==> config.mk <==
export PLATFORM = sky130hd
export DESIGN_NAME = beamlet_test_pattern_generator_top
export DESIGN_NICKNAME = d
export VERILOG_FILES = /design/src/rtl/btpg_pkg.sv /design/src/rtl/btpg_value.sv /design/src/rtl/beamlet_test_pattern_generator_top.sv
export SDC_FILE = /design/constraint.sdc
export NUM_CORES = 1
export LEC_CHECK = 0
export ABC_AREA = 1
export BUFFER_PORTS_ARGS = -buffer_cell sky130_fd_sc_hd__buf_4
export CORE_UTILIZATION = 60
export CTS_CLUSTER_SIZE = 16
export DETAILED_ROUTE_END_ITERATION = 7
export HOLD_SLACK_MARGIN = 0.15
export PLACE_DENSITY = 0.84
export SYNTH_ARGS = -nofsm -noshare
export SYNTH_HDL_FRONTEND = slang
export SYNTH_SLANG_ARGS = --single-unit
export TNS_END_PERCENT = 50
==> constraint.sdc <==
create_clock -name i_clk -period 11 [get_ports i_clk]
set_input_delay 0.55 -clock i_clk [delete_from_list [all_inputs] [get_ports i_clk]]
set_output_delay 0.55 -clock i_clk [all_outputs]
set_load 0.005 [all_outputs]
==> src/rtl/btpg_pkg.sv <==
// Package for the beamlet test pattern generator: codes, pipeline structs and tables.
`timescale 1ns / 1ps

package btpg_pkg;

    // Bit mode codes.
    localparam logic [1:0] MODE_16  = 2'd0;
    localparam logic [1:0] MODE_8   = 2'd1;
    localparam logic [1:0] MODE_4   = 2'd2;
    localparam logic [1:0] MODE_BAD = 2'd3;

    // Beamlet numbers that carry patterns.
    localparam logic [7:0] BL_COUNT_A = 8'd2;
    localparam logic [7:0] BL_ROT_FWD = 8'd3;
    localparam logic [7:0] BL_ROT_BWD = 8'd4;
    localparam logic [7:0] BL_ONES    = 8'd5;
    localparam logic [7:0] BL_RE_ONE  = 8'd6;
    localparam logic [7:0] BL_IM_ONE  = 8'd7;
    localparam logic [7:0] BL_SINGLE  = 8'd8;
    localparam logic [7:0] BL_ZERO    = 8'd9;
    localparam logic [7:0] BL_LAG     = 8'd10;
    localparam logic [7:0] BL_CONJ    = 8'd11;
    localparam logic [7:0] BL_TONE8   = 8'd12;
    localparam logic [7:0] BL_TONE16  = 8'd13;
    localparam logic [7:0] BL_COUNT_B = 8'd14;

    typedef enum logic [3:0] {
        K_NONE,
        K_COUNT,
        K_ROT,
        K_ONES,
        K_RE_ONE,
        K_IM_ONE,
        K_SINGLE,
        K_ZERO,
        K_TONE
    } t_kind;

    // Decoded request, held in the first pipeline register.
    typedef struct packed {
        t_kind      kind;
        logic [1:0] mode;
        logic [7:0] block;
        logic [1:0] ix;
        logic [1:0] iy;
        logic       yconj;
        logic [3:0] tone_idx;
        logic       has_pattern;
        logic       mode_error;
    } t_dec;

    // Sample values, held in the second pipeline register.
    typedef struct packed {
        logic [1:0]         mode;
        logic [7:0]         block;
        logic               is_count;
        logic               has_pattern;
        logic               mode_error;
        logic signed [15:0] x_re;
        logic signed [15:0] x_im;
        logic signed [15:0] y_re;
        logic signed [15:0] y_im;
    } t_val;

    // Cosine over sixteen steps of a turn, one row per mode; the fourth row is unused.
    localparam logic signed [15:0] TONE_COS [4][16] = '{
        '{16'sd32767, 16'sd30273, 16'sd23170, 16'sd12539, 16'sd0, -16'sd12539,
          -16'sd23170, -16'sd30273, -16'sd32767, -16'sd30273, -16'sd23170,
          -16'sd12539, 16'sd0, 16'sd12539, 16'sd23170, 16'sd30273},
        '{16'sd127, 16'sd117, 16'sd90, 16'sd49, 16'sd0, -16'sd49, -16'sd90,
          -16'sd117, -16'sd127, -16'sd117, -16'sd90, -16'sd49, 16'sd0, 16'sd49,
          16'sd90, 16'sd117},
        '{16'sd7, 16'sd6, 16'sd5, 16'sd3, 16'sd0, -16'sd3, -16'sd5, -16'sd6,
          -16'sd7, -16'sd6, -16'sd5, -16'sd3, 16'sd0, 16'sd3, 16'sd5, 16'sd6},
        '{16'sd0, 16'sd0, 16'sd0, 16'sd0, 16'sd0, 16'sd0, 16'sd0, 16'sd0,
          16'sd0, 16'sd0, 16'sd0, 16'sd0, 16'sd0, 16'sd0, 16'sd0, 16'sd0}
    };

    // Quarter-turn rotation starting at 1+0j.
    function automatic logic signed [15:0] rot_re(input logic [1:0] idx);
        logic signed [15:0] r;
        case (idx)
            2'd0:    r = 16'sd1;
            2'd2:    r = -16'sd1;
            default: r = 16'sd0;
        endcase
        return r;
    endfunction

    function automatic logic signed [15:0] rot_im(input logic [1:0] idx);
        logic signed [15:0] r;
        case (idx)
            2'd1:    r = 16'sd1;
            2'd3:    r = -16'sd1;
            default: r = 16'sd0;
        endcase
        return r;
    endfunction

endpackage

==> src/rtl/btpg_value.sv <==
// Sample value lookup: turns a decoded request into the four signed sample parts.
`timescale 1ns / 1ps

module btpg_value (
    input  btpg_pkg::t_dec i_dec,
    output btpg_pkg::t_val o_val
);

    logic [3:0] tone_im_idx;

    // Sine is the cosine a quarter turn earlier.
    assign tone_im_idx = i_dec.tone_idx + 4'd12;

    always_comb begin
        o_val.mode        = i_dec.mode;
        o_val.block       = i_dec.block;
        o_val.is_count    = (i_dec.kind == btpg_pkg::K_COUNT);
        o_val.has_pattern = i_dec.has_pattern;
        o_val.mode_error  = i_dec.mode_error;
        o_val.x_re        = 16'sd0;
        o_val.x_im        = 16'sd0;
        o_val.y_re        = 16'sd0;
        o_val.y_im        = 16'sd0;
        case (i_dec.kind)
            btpg_pkg::K_COUNT: begin
                if (i_dec.mode == btpg_pkg::MODE_8) begin
                    o_val.x_re = {{8{i_dec.block[7]}}, i_dec.block};
                end else begin
                    o_val.x_re = {8'd0, i_dec.block};
                end
                o_val.x_im = o_val.x_re;
                o_val.y_re = o_val.x_re;
                o_val.y_im = o_val.x_re;
            end
            btpg_pkg::K_ROT: begin
                o_val.x_re = btpg_pkg::rot_re(i_dec.ix);
                o_val.x_im = btpg_pkg::rot_im(i_dec.ix);
                o_val.y_re = btpg_pkg::rot_re(i_dec.iy);
                if (i_dec.yconj) begin
                    o_val.y_im = -btpg_pkg::rot_im(i_dec.iy);
                end else begin
                    o_val.y_im = btpg_pkg::rot_im(i_dec.iy);
                end
            end
            btpg_pkg::K_ONES: begin
                o_val.x_re = 16'sd1;
                o_val.x_im = 16'sd1;
                o_val.y_re = 16'sd1;
                o_val.y_im = 16'sd1;
            end
            btpg_pkg::K_RE_ONE: begin
                o_val.x_re = 16'sd1;
                o_val.y_re = 16'sd1;
            end
            btpg_pkg::K_IM_ONE: begin
                o_val.x_im = 16'sd1;
                o_val.y_im = 16'sd1;
            end
            btpg_pkg::K_SINGLE: begin
                // The packed mode puts the one in the real nibble of X.
                if (i_dec.mode == btpg_pkg::MODE_4) begin
                    o_val.x_re = 16'sd1;
                end else begin
                    o_val.x_im = 16'sd1;
                end
            end
            btpg_pkg::K_TONE: begin
                o_val.x_re = btpg_pkg::TONE_COS[i_dec.mode][i_dec.tone_idx];
                o_val.x_im = btpg_pkg::TONE_COS[i_dec.mode][tone_im_idx];
                o_val.y_re = o_val.x_re;
                o_val.y_im = o_val.x_im;
            end
            default: begin
            end
        endcase
    end

endmodule

==> src/rtl/beamlet_test_pattern_generator_top.sv <==
// Beamlet test pattern generator: decode, value and format pipeline with handshakes.
`timescale 1ns / 1ps

// Each request (beamlet, block) yields one dual-polarisation test sample under the
// bit mode register. The block takes one request per clock cycle while the output
// is not stalled, through three register stages: decode, value lookup and output
// formatting. The decode stage captures a request at the edge that accepts it, and
// its result passes through the value and format registers to the outputs.
// Every stage has its own valid bit and advances whenever the stage after it is
// empty or moving, so a stall at the output backs up one stage at a time. The bit
// mode is sampled when a request is accepted.
module beamlet_test_pattern_generator_top (
    input  logic               i_clk,
    input  logic               i_rst_n,
    input  logic               i_cfg_we,
    input  logic [1:0]         i_cfg_data,
    input  logic               i_valid,
    output logic               o_ready,
    input  logic [7:0]         i_beamlet,
    input  logic [7:0]         i_block,
    output logic               o_valid,
    input  logic               i_ready,
    output logic signed [15:0] o_x_re,
    output logic signed [15:0] o_x_im,
    output logic signed [15:0] o_y_re,
    output logic signed [15:0] o_y_im,
    output logic [7:0]         o_x_byte,
    output logic [7:0]         o_y_byte,
    output logic               o_has_pattern,
    output logic               o_mode_error
);

    logic [1:0]     r_bit_mode;
    logic           r_v1, r_v2, r_v3;
    logic           en1, en2, en3;
    btpg_pkg::t_dec n_dec, r_dec;
    btpg_pkg::t_val n_val, r_val;

    logic signed [15:0] n_x_re, n_x_im, n_y_re, n_y_im;
    logic [7:0]         n_x_byte, n_y_byte;
    logic               n_has_pattern, n_mode_error;

    assign en3     = !r_v3 || i_ready;
    assign en2     = !r_v2 || en3;
    assign en1     = !r_v1 || en2;
    assign o_ready = en1;
    assign o_valid = r_v3;

    always_ff @(posedge i_clk) begin
        if (!i_rst_n) begin
            r_bit_mode <= btpg_pkg::MODE_16;
        end else if (i_cfg_we) begin
            r_bit_mode <= i_cfg_data;
        end
    end

    // Decode stage.
    always_comb begin
        n_dec             = '0;
        n_dec.kind        = btpg_pkg::K_NONE;
        n_dec.mode        = r_bit_mode;
        n_dec.block       = i_block;
        n_dec.ix          = i_block[1:0];
        n_dec.iy          = i_block[1:0];
        n_dec.yconj       = 1'b0;
        n_dec.tone_idx    = i_block[3:0];
        n_dec.mode_error  = (r_bit_mode == btpg_pkg::MODE_BAD);
        case (i_beamlet)
            btpg_pkg::BL_COUNT_A, btpg_pkg::BL_COUNT_B: n_dec.kind = btpg_pkg::K_COUNT;
            btpg_pkg::BL_ROT_FWD: n_dec.kind = btpg_pkg::K_ROT;
            btpg_pkg::BL_ROT_BWD: begin
                n_dec.kind = btpg_pkg::K_ROT;
                n_dec.ix   = 2'd0 - i_block[1:0];
                n_dec.iy   = 2'd0 - i_block[1:0];
            end
            btpg_pkg::BL_ONES:   n_dec.kind = btpg_pkg::K_ONES;
            btpg_pkg::BL_RE_ONE: n_dec.kind = btpg_pkg::K_RE_ONE;
            btpg_pkg::BL_IM_ONE: n_dec.kind = btpg_pkg::K_IM_ONE;
            btpg_pkg::BL_SINGLE: n_dec.kind = btpg_pkg::K_SINGLE;
            btpg_pkg::BL_ZERO:   n_dec.kind = btpg_pkg::K_ZERO;
            btpg_pkg::BL_LAG: begin
                n_dec.kind = btpg_pkg::K_ROT;
                n_dec.iy   = i_block[1:0] + 2'd3;
            end
            btpg_pkg::BL_CONJ: begin
                n_dec.kind  = btpg_pkg::K_ROT;
                n_dec.yconj = 1'b1;
            end
            btpg_pkg::BL_TONE8: begin
                n_dec.kind     = btpg_pkg::K_TONE;
                n_dec.tone_idx = {i_block[2:0], 1'b0};
            end
            btpg_pkg::BL_TONE16: n_dec.kind = btpg_pkg::K_TONE;
            default:             n_dec.kind = btpg_pkg::K_NONE;
        endcase
        if (n_dec.mode_error) begin
            n_dec.kind = btpg_pkg::K_NONE;
        end
        n_dec.has_pattern = (n_dec.kind != btpg_pkg::K_NONE);
    end

    always_ff @(posedge i_clk) begin
        if (!i_rst_n) begin
            r_v1 <= 1'b0;
        end else if (en1) begin
            r_v1 <= i_valid;
        end
    end

    always_ff @(posedge i_clk) begin
        if (en1 && i_valid) begin
            r_dec <= n_dec;
        end
    end

    // Value stage.
    btpg_value u_value (
        .i_dec (r_dec),
        .o_val (n_val)
    );

    always_ff @(posedge i_clk) begin
        if (!i_rst_n) begin
            r_v2 <= 1'b0;
        end else if (en2) begin
            r_v2 <= r_v1;
        end
    end

    always_ff @(posedge i_clk) begin
        if (en2 && r_v1) begin
            r_val <= n_val;
        end
    end

    // Format stage.
    always_comb begin
        n_x_re        = 16'sd0;
        n_x_im        = 16'sd0;
        n_y_re        = 16'sd0;
        n_y_im        = 16'sd0;
        n_x_byte      = 8'd0;
        n_y_byte      = 8'd0;
        n_has_pattern = r_val.has_pattern;
        n_mode_error  = r_val.mode_error;
        if (r_val.has_pattern) begin
            if (r_val.mode == btpg_pkg::MODE_4) begin
                // The count pattern gives the whole block index in both bytes.
                if (r_val.is_count) begin
                    n_x_byte = r_val.block;
                    n_y_byte = r_val.block;
                end else begin
                    n_x_byte = {r_val.x_im[3:0], r_val.x_re[3:0]};
                    n_y_byte = {r_val.y_im[3:0], r_val.y_re[3:0]};
                end
            end else begin
                n_x_re = r_val.x_re;
                n_x_im = r_val.x_im;
                n_y_re = r_val.y_re;
                n_y_im = r_val.y_im;
            end
        end
    end

    always_ff @(posedge i_clk) begin
        if (!i_rst_n) begin
            r_v3 <= 1'b0;
        end else if (en3) begin
            r_v3 <= r_v2;
        end
    end

    always_ff @(posedge i_clk) begin
        if (en3 && r_v2) begin
            o_x_re        <= n_x_re;
            o_x_im        <= n_x_im;
            o_y_re        <= n_y_re;
            o_y_im        <= n_y_im;
            o_x_byte      <= n_x_byte;
            o_y_byte      <= n_y_byte;
            o_has_pattern <= n_has_pattern;
            o_mode_error  <= n_mode_error;
        end
    end

endmodule
==> results by group <==
Clocking
  • CTS tree: done
  • Root Driver: clkbuf_16
  • Hold Buf Count CTS: 0
  • Post-CTS sizing: 0
  • CTS sink cnt: 182
  • H-tree depth: 4
  • Worst-Skew Late Latency: 0.43 ns
  • CTS Buffer Depth: 2
  • Setup Buffers After CTS: 0
  • Num CTS Buffers: 17
  • Worst-path clk slew: 0.07 ns

Routing
  • Remaining DRCs: 0
  • Initial DRC Count: 877
  • First drt pass iteration count: 5
  • WL final: 19750 um
  • Wire length per cell: 16.68 um
  • DR vias: 6579
  • Vias per cell: 5.557
  • Post-route ant nets: 0

Power and ir drop
  • Clk pwr share: 0.398
  • Pwr dens: 156.2 nW/um2
  • Int Pwr: 1195 uW
  • Comb power frac: 0.085
  • Seq pwr share: 0.517
  • Switch share: 0.2352
  • NetSw: 367.3 uW
  • Leak: 0.004464 uW
  • Peak VDD IR: 0.08926 mV

Logic synthesis
  • Syn_nets: 916
  • Synth warn: 0
  • Syn avg cell area: 9.520 um2
  • Yosys cell types: 32
  • Yosys top cell by area: edfxtp_1
  • Primary FF master, synth: edfxtp_1
  • Synth top area cells: edfxtp_1 63%, nand2_1 12%, inv_1 5.3%
  • Register bit count reported by yosys: 182
  • Share of the synthesized area in the top cell type: 0.6280
  • Async S/R FF share, synth: 0
  • Synthesized area: 8463 um2
  • Cells after Synth: 889
  • Post-synth EDFFs: 177
  • Seq/Total Area, Yosys: 0.6399

Floorplan
  • Initial core utilization: 0.6121
  • I/O Pins: 107
  • Die width: 120.8 um
  • # rows: 43
  • Core Area: 13830 um2
  • Die Ht: 120.8 um
  • Die Area: 14580 um2

GRT
  • Vias in the first global route: 6107
  • GRT overflow: 0
  • Initial antenna violation count: 0
  • First-pass GRT wire length: 30750 um
  • Largest net degree at the start of global routing: 80
  • GRT Total Usage: 0.2837

Setup path
  • Worst Path Required: 11.18 ns
  • Worst path arrival time: 2.64 ns
  • Slowest stage delay, CP: 0.50 ns
  • CP Max Fanout: 8
  • Crit path buf inv count: 1
  • CP cell instances: inv_1, ha_1, o21ai_0, nand2_1, o21ai_0, nand2_1, nand4_1, nand2_1
  • CP Class: flop to flop
  • Crit-path most repeated cell: nand2_1
  • Critical Path Source Type: flop
  • Slowest CP cell: o21ai_0
  • Crit-path leading delay family: compound AO/OA/AOI/OAI gates
  • Crit path capture type: flop

Timing
  • Minimum clock period: 2.457 ns
  • Final Hold Fails: 0
  • Worst-Margin Slew: 1.167 ns
  • Fin Hold WS: 0.2970 ns
  • Final slew viol count: 0
  • Max Fclk: 406.9 MHz
  • Skew final: 0.01095 ns
  • Setup violators final: 0
  • Unrepaired setup endpoints after global routing: false
  • Final Worst Setup Slack: 8.543 ns
  • Rel. slew slack: 0.2218
  • Crit share post-route: 0.2234
  • Post-route setup TNS: 0 ns

Layout
  • Layout overhead on the synthesized area: 18.17%
  • # diodes: 0
  • Layout Nets: 1018
  • Commonest non-fill, non-tap cells in the layout: 279 x nand2_1, 177 x edfxtp_1, 119 x inv_1
  • Final core utilization: 0.7233
  • Most common cell after layout, fill and taps aside: nand2_1
  • Final Cell Area: 10000 um2
  • Layout cells sized above 1: 0.1554

Place
  • Gpl congestion: 0.9451
  • Post-DP HPWL: 13100 um
  • Worst slack at placement: 8.666 ns
  • Post-DP Area: 9398 um2
  • I/O Buffers: 106

Status
  • Status: finished clean

Hold path
  • Worst min-delay path class: input pin to flop

Flow run
  • Max Cap Viol: 0
worst paths after layout:
path / end / cells after the start / slack [ns] / from
max: r_val[30] / 8 / 8.54 / r_dec[19]
min: r_dec[18] / 1 / 0.30 / i_block[7]
max reg2reg: r_val[30] / 8 / 8.54 / r_dec[19]
min reg2reg: o_mode_error / 0 / 0.42 / n_mode_error
logic make-up (layout without fill, tap and decap cells):
logic type,count (synthesis),count (layout),share of synthesized area
AND/OR/NAND/NOR,445,445,0.2113
buffers and inverters,153,268,0.07082
adder cells (fa/ha/maj),4,4,0.005914
flip-flops,182,182,0.6399
XOR/XNOR,2,2,0.002070
AO/OA/AOI/OAI,103,103,0.07008
Yosys cell counts (3+ instances only):
master / instances
a21boi_0: 3
inv_2: 5
nor2_4: 3
nand4_1: 10
edfxtp_1: 177
o22ai_1: 4
o21ai_1: 3
buf_4: 4
a21oi_1: 48
ha_1: 4
nor2_1: 109
o21bai_1: 9
nor3_1: 4
clkbuf_1: 14
o2111ai_1: 6
nand2_1: 280
o21ai_0: 26
nand3_1: 31
buf_2: 8
dfxtp_1: 5
inv_1: 120
metal layers:
layer  share of wire  global-route usage  up-vias
met5               0                   0        -
met4           0.037              0.1443        0
met3           0.082             0.06887       53
met2            0.49              0.4738      362
met1            0.39              0.3435     3050
li1                -                   -     3114
state kept, by name, indices dropped and copies added (netlist names):
register / cells
o_mode_error: 1
o_x_im: 15
r_bit_mode: 2
o_has_pattern: 1
r_v2: 1
r_dec: 24
o_y_im: 16
o_y_re: 15
o_x_re: 15
r_val: 72
o_x_byte: 8
o_y_byte: 8
n_mode_error: 1
r_v1: 1
o_valid: 1
n_has_pattern: 1
per-stage QoR:
stage / total power [uW] / std cells
2_1_floorplan: 899.0 / 889
3_3_place_gp: 947.0 / 1152
3_5_place_dp: 950.8 / 1152
4_1_cts: 1566 / 1184
5_1_grt: 1610 / 1184
6_report: 1562 / 1184
final cells by class:
class	instances	area, um2
tap	180	225.2
sequential	182	5415
clock inverter	14	173.9
timing repair buffer	109	818.3
multi-input combinational	554	2462
fill	1014	3826
inverter	127	476.7
clock buffer	18	429.2
power groups by stage:
stage          Sequential [uW]  Clock (uW)  Combinational, uW
2_1_floorplan              817           0               81.7
3_3_place_gp               820           0                127
3_5_place_dp               821           0                129
4_1_cts                    807         628                131
5_1_grt                    809         655                147
6_report                   807         622                133
No activity file was read; power rests on OpenSTA's default activity.
